[src/design/ledcc_pkg.sv]
// Shared constants and types for the LED pixel color correction block.
package ledcc_pkg;

    localparam int GAIN_FRAC_BITS_DEFAULT = 12;

    localparam int CFG_INDEX_W = 3;
    localparam int CFG_DATA_W  = 16;

    localparam logic [CFG_INDEX_W-1:0] REG_STAGE_ENABLES   = 3'd0;
    localparam logic [CFG_INDEX_W-1:0] REG_RED_GAIN        = 3'd1;
    localparam logic [CFG_INDEX_W-1:0] REG_GREEN_GAIN      = 3'd2;
    localparam logic [CFG_INDEX_W-1:0] REG_BLUE_GAIN       = 3'd3;
    localparam logic [CFG_INDEX_W-1:0] REG_BRIGHTNESS_GAIN = 3'd4;
    localparam logic [CFG_INDEX_W-1:0] REG_SATURATION_GAIN = 3'd5;

    localparam int EN_MASTER     = 0;
    localparam int EN_WHITE      = 1;
    localparam int EN_GAMMA      = 2;
    localparam int EN_BRIGHTNESS = 3;
    localparam int EN_SATURATION = 4;

    localparam logic REQ_PIXEL = 1'b0;
    localparam logic REQ_TABLE = 1'b1;

    localparam int DIV_W         = 11;
    localparam int DIV_STEPS     = 17;
    localparam int DIV_PER_STAGE = 2;
    localparam int DIV_STAGES    = (DIV_STEPS + DIV_PER_STAGE - 1) / DIV_PER_STAGE;

    localparam int FIFO_DEPTH = 32;
    localparam int FIFO_AW    = $clog2(FIFO_DEPTH);
    localparam int CREDIT_W   = FIFO_AW + 1;

    typedef logic [2:0][7:0] rgb_t;

endpackage

[src/design/ledcc_div.sv]
// Pipelined restoring divider, two quotient bits per stage.
module ledcc_div (
    input  logic                            clk,
    input  logic [ledcc_pkg::DIV_W-1:0]     rem_in,
    input  logic [ledcc_pkg::DIV_W-1:0]     div_in,
    input  logic [ledcc_pkg::DIV_STEPS-1:0] bits_in,
    output logic [ledcc_pkg::DIV_STEPS-1:0] quot
);

    typedef struct packed {
        logic [ledcc_pkg::DIV_W-1:0]     rem;
        logic [ledcc_pkg::DIV_W-1:0]     dvs;
        logic [ledcc_pkg::DIV_STEPS-1:0] bits;
        logic [ledcc_pkg::DIV_STEPS-1:0] quot;
    } div_stage_t;

    div_stage_t stage_reg  [ledcc_pkg::DIV_STAGES];
    div_stage_t stage_next [ledcc_pkg::DIV_STAGES];
    div_stage_t stage_src  [ledcc_pkg::DIV_STAGES];

    always_comb
    begin
        div_stage_t cur;
        logic [ledcc_pkg::DIV_W:0] trial;
        logic qb;
        stage_src[0].rem  = rem_in;
        stage_src[0].dvs  = div_in;
        stage_src[0].bits = bits_in;
        stage_src[0].quot = '0;
        for (int s = 1; s < ledcc_pkg::DIV_STAGES; s++)
        begin
            stage_src[s] = stage_reg[s-1];
        end
        for (int s = 0; s < ledcc_pkg::DIV_STAGES; s++)
        begin
            cur = stage_src[s];
            for (int j = 0; j < ledcc_pkg::DIV_PER_STAGE; j++)
            begin
                if (s * ledcc_pkg::DIV_PER_STAGE + j < ledcc_pkg::DIV_STEPS)
                begin
                    trial = {cur.rem, cur.bits[ledcc_pkg::DIV_STEPS-1]};
                    if (trial >= {1'b0, cur.dvs})
                    begin
                        trial = trial - {1'b0, cur.dvs};
                        qb = 1'b1;
                    end
                    else
                    begin
                        qb = 1'b0;
                    end
                    cur.rem  = trial[ledcc_pkg::DIV_W-1:0];
                    cur.quot = {cur.quot[ledcc_pkg::DIV_STEPS-2:0], qb};
                    cur.bits = {cur.bits[ledcc_pkg::DIV_STEPS-2:0], 1'b0};
                end
            end
            stage_next[s] = cur;
        end
    end

    always_ff @(posedge clk)
    begin
        for (int s = 0; s < ledcc_pkg::DIV_STAGES; s++)
        begin
            stage_reg[s] <= stage_next[s];
        end
    end

    assign quot = stage_reg[ledcc_pkg::DIV_STAGES-1].quot;

endmodule

[config.mk]
export PLATFORM = sky130hd
export DESIGN_NAME = ledcc_div
export DESIGN_NICKNAME = d
export VERILOG_FILES = /design/src/design/ledcc_pkg.sv /design/src/design/ledcc_div.sv
export SDC_FILE = /design/constraint.sdc
export NUM_CORES = 1
export LEC_CHECK = 0
export ABC_AREA = 1
export BUFFER_PORTS_ARGS = -buffer_cell sky130_fd_sc_hd__buf_2
export CORE_UTILIZATION = 30
export DETAILED_ROUTE_END_ITERATION = 10
export SYNTH_ARGS = -nofsm -noshare
export SYNTH_HDL_FRONTEND = slang
export SYNTH_SLANG_ARGS = --single-unit
[constraint.sdc]
create_clock -name clk -period 6.64 [get_ports clk]
set_input_delay 1.328 -clock clk [delete_from_list [all_inputs] [get_ports clk]]
set_output_delay 1.328 -clock clk [all_outputs]
set_load 0.05 [all_outputs]
# After elaboration in Yosys (flattened, before gate mapping)
# Memories as Yosys holds them, arrays and structs flattened.
# Cells that the tools add are included.
# Widths: inputs -> output; s select.
[op_classes]
add_sub_neg = 17
order_cmp = 17
muxes = 34
[ops]
columns = ["cell", "count"]
rows = [
  ["$ge 12x11->1", 17],
  ["$mux 11", 17],
  ["$sub 11x11->11", 17],
  ["$mux 1", 17],
]
[word_totals]
ff_bits = 0
mem_bits_rw = 495
input_bits = 40
output_inout_bits = 17
word_cells = 69
mem_count = 1
[memory_table]
columns = ["memory", "words", "word_bits", "rd", "rd_clocked_by_memory_dff", "write_ports", "line_no", "rtl"]
rows = [
  ["stage_reg", 9, 55, 9, 0, 9, "ledcc_div.sv:17", "div_stage_t stage_reg [ledcc_pkg::DIV_STAGES];"],
]

# Longest topological paths before layout
# Gate-level depths: netlist (run 1).
# An unclocked memory read counts as a cell.
[depth]
word_depth = 5
depth_mapped = 25
ltp_nobuf = 23

# Worst setup path before layout (run 1)
# OpenSTA, ideal clock, no wires.
[synth_timing]
path_type = "input to register"
start = "input bits_in[16] (netlist name)"
end = "memory stage_reg[0][48] (netlist name)"
setup_ns = 0.112
arrival_time_ns = 4.107
required_ns = 6.528
setup_slack_ns = 2.421
path_stages = 21
path_buffers = 2
cell_sequence = "inv_1 > ha_1 > fa_1 > nor2_2 > nor2_2 > nand2_2 > nand3_4 > nand3_4 > buf_8 > nand2_1 > nand2_1 > inv_1 > fa_1 > o21ai_0 > nand2_1 > nand3_1 > nand2_1 > a21boi_2 > buf_6 > nand3_1 > nand2_1"
[synth_lines]
columns = ["element", "line_no", "rtl"]
rows = [
  ["start: declaration", "ledcc_div.sv:6", "input logic [ledcc_pkg::DIV_STEPS-1:0] bits_in,"],
  ["end: declaration", "ledcc_div.sv:17", ""],
]

==> results.toml, run 1 <==
[floorplanning]
initial_utilization_pct = 30.43
placeableCoreArea_sq_um = 63200
dieArea_sq_um = 65120
floorplan.die.width_um = 255.2
count_of_boundary_i_o_pins = 57
die_height_um = 255.2
cell_row_count = 92

[setup_path]
timing.critical_path.from_type = "register"
crit_arrival_ns = 4.65
number_of_cell_instances_on_the_worst_register_to_register_path = 22
critPathRequiredTime_ns = 7.14
worstSetupEndpointType = "register"
worst-path-max-fanout = 20
timing.rr.start = "stage_reg[0][362]"
critPathKind = "register to register"
worstReg2RegEnd = "stage_reg[0][436]"
worst_setup_slack_for_register_to_register_paths_ns = 2.49

[status]
outcome = "complete, no violations"

[logic_synthesis]
postSynthCellCount = 2582
ys_ff_latch = 329
postSynthNetCount = 2825
synth.distinct_cells = 42
yosysSeqAreaShare_pct = 34.25
yosysWarnings = 0
synth-edff-count = 0
asyncSetResetFlopFracSynth_pct = 0
synth_flop_cell = "sky130_fd_sc_hd__dfxtp_1"
syn-cell-area_sq_um = 19230
synth.avg_cell_area_sq_um = 7.449

[clocking]
cts_buffer_depth = 3
cts_root_buffer = "sky130_fd_sc_hd__clkbuf_16"
cts_num_sinks = 329
post_cts.repair.setup_buffers = 0
post_cts.resized_instances = 0
clk-insertion-delay-late_ns = 0.56
ctsHoldBuffers = 0
cts_inserted_buffers = 40
clock_tree_from_tritoncts = "built"
cts_max_level = 2
clk_pin_slew_ns = 0.06

[sta]
layout_worst_path_cycle_share_pct = 62.53
timing.slew.headroom_pct = 51.50
report.final.setup_viol = 0
skew_ns = 0.02249
fmax_mhz = 240.9
min_period_ns = 4.152
final_hold_violation_count = 0
maxSlewViolCount = 0
final.setup.tns_ns = 0
rsz0062_at_grt = "false"
worst_pin_slew_ns = 0.7248

[hold_path]
whs_endpoint = "stage_reg[0][251]"
hold_path_startpoint = "stage_reg[0][194]"
timing.hold.worst.class = "register to register"
min_delay_path_depth = 0

[detailed_routing]
dr.pass1.iters = 7
post_drt_via_cell_ratio = 4.425
wl_per_cell_um = 12.42
detail_route.drc_violations = 0
postRouteWirelength_mm = 43.53
antenna_left = 0
first_iter_violations = 882
via_count = 15510

[grt]
via_count_of_the_first_global_routing_pass = 14910
grt_util_all_layers_pct = 13.71
global_route.overflow_total = 0
grt_max_degree = 21
grt_pass1_wl_mm = 72.53
grt_antenna_before_repair = 1

[final_layout]
multi_input_comb_area_sq_um = 10720
drive_gt1_share_pct = 9.586
area_growth_syn_to_layout_pct = 12.09
seq_area_sq_um = 6586
largest_register_ff_count = 329
fillers = 6648
final_nets = 2873
antenna_cells_inserted = 0

[placement]
placement.io_buffers = 56
gp_congestion = 0.8750
detailed_place_hpwl_mm = 35.20

[flow_run]
max_cap_viol_count = 0
==> cell families after synthesis <==
logic type | synth area share, %
buf+inv | 9.999
compound gates | 6.766
fa+ha+maj | 13.83
simple gates | 30.56
flops | 34.25
xor+xnor | 4.600
==> routing by layer <==
metal / GRT usage, % / wire (um)
met5: 0 / 0
met4: 4.346 / 1062
met3: 2.217 / 1851
met2: 23.71 / 20370
met1: 17.30 / 20250
==> through the flow <==
| stage | setup WS, ns | cell area [sq um] | instances | util (%) | hold WS, ns |
|---|---|---|---|---|---|
| 4_1_cts | 2.400 | 21560 | 3506 | 34.11 | 0.3206 |
| 6_report | 2.488 | 21560 | 3506 | 34.11 | 0.3171 |
| 3_3_place_gp | 2.112 | 20120 | 3434 | 31.84 | 0.3102 |
| 2_1_floorplan | 2.421 | 19230 | 2582 | - | 0.3096 |
| 3_5_place_dp | 2.051 | 20120 | 3434 | 31.84 | 0.3121 |
| 5_1_grt | 1.993 | 21560 | 3506 | 34.11 | 0.3214 |
==> cell type report <==
class | count | share of cell area, %
Timing Repair Buffer | 56 | 1.300
Inverter | 392 | 6.837
Tap cell | 846 | 4.910
Clock buffer | 51 | 5.067
Sequential cell | 329 | 30.55
Clock inverter | 21 | 1.596
Multi-Input combinational cell | 1811 | 49.74
==> cell usage after synthesis, types with 10 or more instances <==
| library cell | count | share of area, % |
|---|---|---|
| sky130_fd_sc_hd__nand4_1 | 82 | 2.7 |
| sky130_fd_sc_hd__nand2_1 | 787 | 15 |
| sky130_fd_sc_hd__ha_1 | 187 | 12 |
| sky130_fd_sc_hd__nor2_1 | 150 | 2.9 |
| sky130_fd_sc_hd__a21o_1 | 12 | 0.47 |
| sky130_fd_sc_hd__xnor2_1 | 41 | 1.9 |
| sky130_fd_sc_hd__nand3_2 | 11 | 0.57 |
| sky130_fd_sc_hd__nor2_2 | 26 | 0.85 |
| sky130_fd_sc_hd__xor2_1 | 60 | 2.7 |
| sky130_fd_sc_hd__a21oi_2 | 19 | 0.87 |
| sky130_fd_sc_hd__buf_6 | 17 | 1.0 |
| sky130_fd_sc_hd__nand3_4 | 10 | 0.91 |
| sky130_fd_sc_hd__o21ai_2 | 12 | 0.55 |
| sky130_fd_sc_hd__dfxtp_1 | 329 | 34 |
| sky130_fd_sc_hd__nand3_1 | 153 | 4.0 |
| sky130_fd_sc_hd__buf_4 | 25 | 0.98 |
| sky130_fd_sc_hd__inv_1 | 385 | 7.5 |
| sky130_fd_sc_hd__nand2_2 | 25 | 0.81 |
| sky130_fd_sc_hd__fa_1 | 16 | 1.7 |
| sky130_fd_sc_hd__o21ai_0 | 25 | 0.65 |
| sky130_fd_sc_hd__nand3b_1 | 30 | 1.2 |
| sky130_fd_sc_hd__a21oi_1 | 87 | 2.3 |
| sky130_fd_sc_hd__o21bai_1 | 18 | 0.70 |
==> critical path, cell delays in order, from the launching register on <==
cell                      delay, ns
sky130_fd_sc_hd__dfxtp_1       0.38
sky130_fd_sc_hd__inv_1         0.06
sky130_fd_sc_hd__ha_1          0.21
sky130_fd_sc_hd__fa_1          0.42
sky130_fd_sc_hd__inv_1         0.12
sky130_fd_sc_hd__nand2_1       0.06
sky130_fd_sc_hd__nand2_1       0.07
sky130_fd_sc_hd__nand2_2       0.07
sky130_fd_sc_hd__nand2_1       0.08
sky130_fd_sc_hd__nand3_2       0.12
sky130_fd_sc_hd__nand3_2       0.38
sky130_fd_sc_hd__nor2_1        0.10
sky130_fd_sc_hd__a21oi_2       0.17
sky130_fd_sc_hd__ha_1          0.30
sky130_fd_sc_hd__a21oi_1       0.16
sky130_fd_sc_hd__o21ai_0       0.20
sky130_fd_sc_hd__nand2_1       0.15
sky130_fd_sc_hd__nand3_1       0.10
sky130_fd_sc_hd__nand3_1       0.10
sky130_fd_sc_hd__nand2_1       0.06
sky130_fd_sc_hd__nor2_1        0.56
sky130_fd_sc_hd__nand2_1       0.10
sky130_fd_sc_hd__nand2_1       0.11
==> worst max-delay path by stage <==
stage / from / endpoint / cells after the start
after floorplan: bits_in[16] / stage_reg[0][48] / 21
after global placement: bits_in[16] / stage_reg[0][47] / 20
after detailed placement: bits_in[16] / stage_reg[0][53] / 20
after CTS: stage_reg[0][197] / stage_reg[0][274] / 22
after global routing: stage_reg[0][362] / stage_reg[0][429] / 22
final: stage_reg[0][362] / stage_reg[0][436] / 22
==> layout by cell type (no fill, tap or decap), types with 30 or more instances in the layout <==
master and instances:
sky130_fd_sc_hd__nand3_1 153, sky130_fd_sc_hd__xnor2_1 41, sky130_fd_sc_hd__clkbuf_16 40, sky130_fd_sc_hd__inv_1 385
sky130_fd_sc_hd__xor2_1 60, sky130_fd_sc_hd__nand2_1 787, sky130_fd_sc_hd__nand3b_1 30, sky130_fd_sc_hd__dfxtp_1 329
sky130_fd_sc_hd__nand4_1 82, sky130_fd_sc_hd__buf_2 56, sky130_fd_sc_hd__ha_1 187, sky130_fd_sc_hd__nor2_1 150
sky130_fd_sc_hd__a21oi_1 87
Power of run 1 is left out: the tool's default activity adds up to more than one toggle a clock period on the data nets, which glitch-free logic cannot reach.
==> run 2, diff against run 1 <==
--- a/config.mk
+++ b/config.mk
@@ -5,7 +5,7 @@
 export SDC_FILE = /design/constraint.sdc
 export NUM_CORES = 1
 export LEC_CHECK = 0
-export ABC_AREA = 1
+export ABC_AREA = 0
 export BUFFER_PORTS_ARGS = -buffer_cell sky130_fd_sc_hd__buf_2
 export CORE_UTILIZATION = 30
 export DETAILED_ROUTE_END_ITERATION = 10
==> constraint.sdc (replaced) <==
create_clock -name clk -period 3.6 [get_ports clk]
set_input_delay 0.72 -clock clk [delete_from_list [all_inputs] [get_ports clk]]
set_output_delay 0.72 -clock clk [all_outputs]
set_load 0.05 [all_outputs]
==> run 2 against run 1 <==
Count of clock-buffer cells in the layout fell by 5. Highest routed layer unchanged. Setup slack got worse by 3.1 ns. Critical endpoint is now stage_reg[0][266]. Utilization rose by 13 points. The flow now finishes with violations (negative setup slack). Critical path depth fell by 3.
==> results.toml, run 2 <==
[status]
outcome = "finished, violations left"
failed_checks = "negative setup slack"

[final_layout]
final_cell_count_no_fill = 3315
largest_register_ff_count = 329
antenna_cells_inserted = 0
final_common_cell = "sky130_fd_sc_hd__buf_4"
area_growth_syn_to_layout_pct = 55.13
final_nets = 2763
postLayoutCoreUtil_pct = 47.23
layout_common_cells = "sky130_fd_sc_hd__buf_4 (660), sky130_fd_sc_hd__dfxtp_1 (318), sky130_fd_sc_hd__inv_1 (161), sky130_fd_sc_hd__ha_1 (142), sky130_fd_sc_hd__nor2_1 (101)"
drive_gt1_share_pct = 47.22

[sta]
rsz0062_at_grt = "true"
worst_pin_slew_ns = 0.5577
final.setup.worst_slack_ns = -0.6114
layout_worst_path_cycle_share_pct = 117.0
report.final.setup_viol = 95
final_hold_violation_count = 0
skew_ns = 0.02419
timing.slew.headroom_pct = 62.82
fmax_mhz = 237.5
min_period_ns = 4.211
maxSlewViolCount = 0
whs_ns = 0.2613

[logic_synthesis]
postSynthCellCount = 1759
netlist_top_cells_count = "sky130_fd_sc_hd__dfxtp_1 (329), sky130_fd_sc_hd__ha_1 (187), sky130_fd_sc_hd__inv_1 (180)"
syn-cell-area_sq_um = 17600
yosysSeqAreaShare_pct = 37.42
most_used_standard_cell_by_instance_count_after_synthesis = "sky130_fd_sc_hd__dfxtp_1"
synth.distinct_cells = 65
synth_top_area_cell = "sky130_fd_sc_hd__dfxtp_1"
synth_flop_cell = "sky130_fd_sc_hd__dfxtp_1"
synth-edff-count = 0
synth_largest_type_area_fraction_pct = 37.42
yosysWarnings = 0
postSynthNetCount = 2002
synth.avg_cell_area_sq_um = 10.01
asyncSetResetFlopFracSynth_pct = 0
ys_ff_latch = 329
ys_top_cells_by_area = "sky130_fd_sc_hd__dfxtp_1 (37%), sky130_fd_sc_hd__ha_1 (13%), sky130_fd_sc_hd__mux2_2 (8.0%)"

[placement]
gp_congestion = 0.8451
placement.io_buffers = 56
detailed_place_hpwl_mm = 36.18
dp.cells = 3158

[clocking]
clk-insertion-delay-late_ns = 0.55
clock_tree_from_tritoncts = "built"
cts_root_buffer = "sky130_fd_sc_hd__clkbuf_16"
cts_inserted_buffers = 39
cts_max_level = 2
clk_pin_slew_ns = 0.06
cts_buffer_depth = 3
cts_num_sinks = 329

[grt]
grt_max_degree = 16
via_count_of_the_first_global_routing_pass = 16020
global_route.overflow_total = 0
grt_antenna_before_repair = 0
grt_pass1_wl_mm = 75.62
grt_util_all_layers_pct = 15.36

[setup_path]
worstSetupEndpointType = "register"
worstPathBufferInverterCount = 3
timing.critical_path.from_type = "register"
worstPathCellList = "inv_2 > ha_4 > fa_2 > nand2b_4 > a21o_1 > a211o_1 > and4_4 > or2_4 > mux2_4 > ha_4 > or2_4 > a21oi_4 > a31oi_4 > o21ai_2 > a21oi_2 > a2111oi_4 > buf_4 > buf_12 > mux2_4"
critical-path-max-stage-delay_ns = 0.38
crit_arrival_ns = 4.63
critPathKind = "register to register"
worst-path-max-fanout = 8
cpLargestDelayFamily = "compound AO/OA/AOI/OAI gates"
highest_delay_cell_along_the_critical_path = "sky130_fd_sc_hd__dfxtp_4"
critPathRequiredTime_ns = 4.02

[detailed_routing]
via_count = 15290
detail_route.drc_violations = 0
first_iter_violations = 483
post_drt_via_cell_ratio = 4.613
wl_per_cell_um = 14.06
antenna_left = 0
postRouteWirelength_mm = 46.62
dr.pass1.iters = 5

[hold_path]
timing.hold.worst.class = "primary input to register"

[floorplanning]
floorplan.die.width_um = 244.2
initial_utilization_pct = 30.45
die_height_um = 244.2
cell_row_count = 88
dieArea_sq_um = 59640
placeableCoreArea_sq_um = 57810
count_of_boundary_i_o_pins = 57

[flow_run]
max_cap_viol_count = 0
## run 2: changes by cell type in the layout (fill, tap and decap cells not counted), moves of 37 or more
cell	previous run	this run
sky130_fd_sc_hd__buf_4	0	660
sky130_fd_sc_hd__ha_1	187	142
sky130_fd_sc_hd__ha_4	0	41
sky130_fd_sc_hd__inv_1	385	161
sky130_fd_sc_hd__mux2_2	0	50
sky130_fd_sc_hd__mux2_4	0	81
sky130_fd_sc_hd__mux2i_1	0	45
sky130_fd_sc_hd__nand2_1	787	43
sky130_fd_sc_hd__nand3_1	153	18
sky130_fd_sc_hd__nand4_1	82	28
sky130_fd_sc_hd__nor2_1	150	101
sky130_fd_sc_hd__xnor2_1	41	78
## run 2: worst paths after layout
kind                                         from                end  slack, ns  cells after the start
worst max-delay path            stage_reg[0][197]  stage_reg[0][266]      -0.61                     19
worst min-delay path                  bits_in[13]   stage_reg[0][31]       0.26                      1
worst max register to register  stage_reg[0][197]  stage_reg[0][266]      -0.61                     19
worst min register to register  stage_reg[0][137]  stage_reg[0][194]       0.32                      0
## run 2: routing by layer
layer / wire (um) / global-route usage, % / part of all wire [%] / vias to the layer above
met3: 1302 / 2.239 / 2.8 / 88
li1: - / - / - / 7826
met5: 0 / 0 / 0 / -
met1: 19960 / 17.43 / 43 / 7218
met4: 1459 / 5.901 / 3.1 / 0
met2: 23900 / 28.67 / 51 / 161
## run 2: cells by family after synthesis
logic type      share of synthesized area (%)
buf+inv                                 5.289
fa+ha+maj                               15.11
compound gates                          14.01
xor+xnor                                5.972
simple gates                            11.19
mux                                     11.00
flops                                   37.42
## run 2: timing repair
action / 4_1_cts / 5_1_grt
hold buffers: 0 / 0
pin swaps: 45 / 31
hold endpoints to repair: 0 / 0
gates cloned: 7 / 0
buffers inserted: 66 / 21
resized for setup: 145 / 75
endpoints found under the setup margin: 96 / 96
## run 2: worst reg2reg max path, stage by stage (launching register included)
cell,delay [ns]
sky130_fd_sc_hd__dfxtp_4,0.38
sky130_fd_sc_hd__inv_2,0.05
sky130_fd_sc_hd__ha_4,0.16
sky130_fd_sc_hd__fa_2,0.35
sky130_fd_sc_hd__nand2b_4,0.15
sky130_fd_sc_hd__a21o_1,0.19
sky130_fd_sc_hd__a211o_1,0.25
sky130_fd_sc_hd__and4_4,0.20
sky130_fd_sc_hd__or2_4,0.29
sky130_fd_sc_hd__mux2_4,0.35
sky130_fd_sc_hd__ha_4,0.22
sky130_fd_sc_hd__or2_4,0.26
sky130_fd_sc_hd__a21oi_4,0.14
sky130_fd_sc_hd__a31oi_4,0.05
sky130_fd_sc_hd__o21ai_2,0.15
sky130_fd_sc_hd__a21oi_2,0.09
sky130_fd_sc_hd__a2111oi_4,0.18
sky130_fd_sc_hd__buf_4,0.21
sky130_fd_sc_hd__buf_12,0.14
sky130_fd_sc_hd__mux2_4,0.30
## run 2: stage by stage
step           setup WS (ns)  TNS (ns)  cell area (sq um)
6_report             -0.6114    -32.38              27300
5_1_grt              -0.7520    -46.26              27300
4_1_cts              -0.6161    -35.79              26810
3_5_place_dp          -1.281    -61.23              24230
3_3_place_gp          -1.169    -56.83              24230
2_1_floorplan        -0.6406    -29.28              18640
## run 2: layout make-up
type,instances,area (sq um)
multi-input combinational,1207,11810
sequential,329,6603
clock inverter,25,327.8
inverter,185,777.0
tap,765,957.2
timing repair inverter,5,48.80
timing repair buffer,753,5737
clock buffer,46,1044
fill,5270,30500
Power of run 2 is left out for the same reason.
==> run 3, diff against run 2 <==
--- a/config.mk
+++ b/config.mk
@@ -9,6 +9,7 @@
 export BUFFER_PORTS_ARGS = -buffer_cell sky130_fd_sc_hd__buf_2
 export CORE_UTILIZATION = 30
 export DETAILED_ROUTE_END_ITERATION = 10
+export SETUP_SLACK_MARGIN = 0.2
 export SYNTH_ARGS = -nofsm -noshare
 export SYNTH_HDL_FRONTEND = slang
 export SYNTH_SLANG_ARGS = --single-unit
==> run 3 against run 2 <==
The run still ends with negative setup slack left. Largest cell class unchanged. Via count decreased by 1.4%. Cell area decreased by 0.72%. Die area unchanged. Non-clock buffer count is 17 lower. Worst hold slack about the same. Maximum frequency rose by 2.0%. Global-route usage shrank 0.30 points. Highest routed layer unchanged. Utilization fell by 0.34 points. Count of clock-buffer cells in the layout down 2.
==> results.toml, run 3 (synthesized netlist as in run 2, its figures left out) <==
[detailed_routing]
wl_per_cell_um = 13.68
antenna_left = 0
detail_route.drc_violations = 0
dr.pass1.iters = 5
postRouteWirelength_mm = 45.14
first_iter_violations = 482
via_count = 15080
post_drt_via_cell_ratio = 4.571

[hold_path]
timing.hold.worst.class = "primary input to register"

[grt]
via_count_of_the_first_global_routing_pass = 15830
grt_pass1_wl_mm = 74.29
grt_antenna_before_repair = 0
grt_max_degree = 16
grt_util_all_layers_pct = 15.06
global_route.overflow_total = 0

[placement]
placement.io_buffers = 56
dp.cells = 3160
gp_congestion = 0.8690
detailed_place_hpwl_mm = 35.48
place_area_sq_um = 24240

[sta]
layout_worst_path_cycle_share_pct = 114.7
timing.slew.headroom_pct = 65.65
final.setup.worst_slack_ns = -0.5287
skew_ns = 0.01829
min_period_ns = 4.129
fmax_mhz = 242.2
final_hold_violation_count = 0
worst_pin_slew_ns = 0.5105
report.final.setup_viol = 95
maxSlewViolCount = 0
rsz0062_at_grt = "true"
final.setup.tns_ns = -31.30

[status]
failed_checks = "negative setup slack"
outcome = "finished, violations left"

[floorplanning]
floorplan.die.width_um = 244.2
count_of_boundary_i_o_pins = 57
dieArea_sq_um = 59640
cell_row_count = 88
die_height_um = 244.2
placeableCoreArea_sq_um = 57810
initial_utilization_pct = 30.45

[clocking]
ctsHoldBuffers = 0
cts_inserted_buffers = 39
cts_num_sinks = 329
clk_pin_slew_ns = 0.06
clock_tree_from_tritoncts = "built"
cts_max_level = 2
cts_root_buffer = "sky130_fd_sc_hd__clkbuf_16"
clk-insertion-delay-late_ns = 0.56
cts_buffer_depth = 3

[final_layout]
final_cell_count_no_fill = 3299
drive_gt1_share_pct = 46.72
largest_register_ff_count = 329
fillers = 5298
postLayoutCellArea_sq_um = 27100
layout_common_cells = "sky130_fd_sc_hd__buf_4 (643), sky130_fd_sc_hd__dfxtp_1 (317), sky130_fd_sc_hd__inv_1 (161), sky130_fd_sc_hd__ha_1 (144), sky130_fd_sc_hd__nor2_1 (100)"
antenna_cells_inserted = 0
final_common_cell = "sky130_fd_sc_hd__buf_4"
final_nets = 2746
area_growth_syn_to_layout_pct = 54.01

[setup_path]
worstSetupEndpointType = "register"
critPathRequiredTime_ns = 4.04
worst_setup_slack_for_register_to_register_paths_ns = -0.53
timing.critical_path.from_type = "register"
worst-path-max-fanout = 10
crit_arrival_ns = 4.56
critPathKind = "register to register"

[flow_run]
max_cap_viol_count = 0
## run 3: area by class of cell
| class | count | area [sq um] | area share [%] |
|---|---|---|---|
| clock buffer | 44 | 1036 | 3.822 |
| timing repair inverter | 5 | 46.29 | 0.1708 |
| inverter | 185 | 774.5 | 2.857 |
| multi-input combinational | 1207 | 11620 | 42.87 |
| tap | 765 | 957.2 | 3.531 |
| clock inverter | 28 | 494.2 | 1.823 |
| sequential | 329 | 6601 | 24.35 |
| timing repair buffer | 736 | 5575 | 20.57 |
## run 3: layer usage
layer  vias to the layer above  track usage (%)  wire [um]
li1                       7796                -          -
met1                      7049            17.62      19770
met2                       156            27.80      22920
met3                        80            2.151       1280
met4                         0            5.092       1175
met5                         -                0          0
## run 3: what timing repair did
action                                  CTS  global route
pin swaps                                35            13
setup buffers                            45            16
resized for setup                       130            55
endpoints found under the setup margin   96            96
gates cloned                              6             0
## run 3: path summary, 6_finish.rpt
check,end,start,cells after the start
setup / recovery,stage_reg[0][268],stage_reg[0][198],17
hold / removal,stage_reg[0][31],bits_in[13],1
setup reg to reg,stage_reg[0][268],stage_reg[0][198],17
hold reg to reg,stage_reg[0][306],stage_reg[0][249],0
## run 3: worst max-delay path: stages, from the launching register on
cell	delay [ns]
sky130_fd_sc_hd__dfxtp_1	0.35
sky130_fd_sc_hd__ha_4	0.18
sky130_fd_sc_hd__fa_2	0.37
sky130_fd_sc_hd__nand2b_4	0.15
sky130_fd_sc_hd__a21o_1	0.19
sky130_fd_sc_hd__a211o_1	0.26
sky130_fd_sc_hd__and4_4	0.20
sky130_fd_sc_hd__or2_4	0.29
sky130_fd_sc_hd__mux2_4	0.34
sky130_fd_sc_hd__ha_4	0.22
sky130_fd_sc_hd__or2_4	0.25
sky130_fd_sc_hd__a21oi_2	0.13
sky130_fd_sc_hd__a31oi_2	0.06
sky130_fd_sc_hd__o21ai_2	0.17
sky130_fd_sc_hd__a21oi_2	0.09
sky130_fd_sc_hd__a2111oi_4	0.25
sky130_fd_sc_hd__buf_12	0.19
sky130_fd_sc_hd__mux2_4	0.30
## run 3: metrics by stage
stage          hold WS (ns)  util (%)  setup slack, ns
6_report             0.2612     46.89          -0.5287
5_1_grt              0.2340     46.89          -0.7148
4_1_cts              0.2218     46.27          -0.5582
3_5_place_dp         0.3121     41.94           -1.246
3_3_place_gp         0.3096     41.94           -1.174
2_1_floorplan        0.3095         -          -0.6406
Power of run 3 is left out for the same reason.
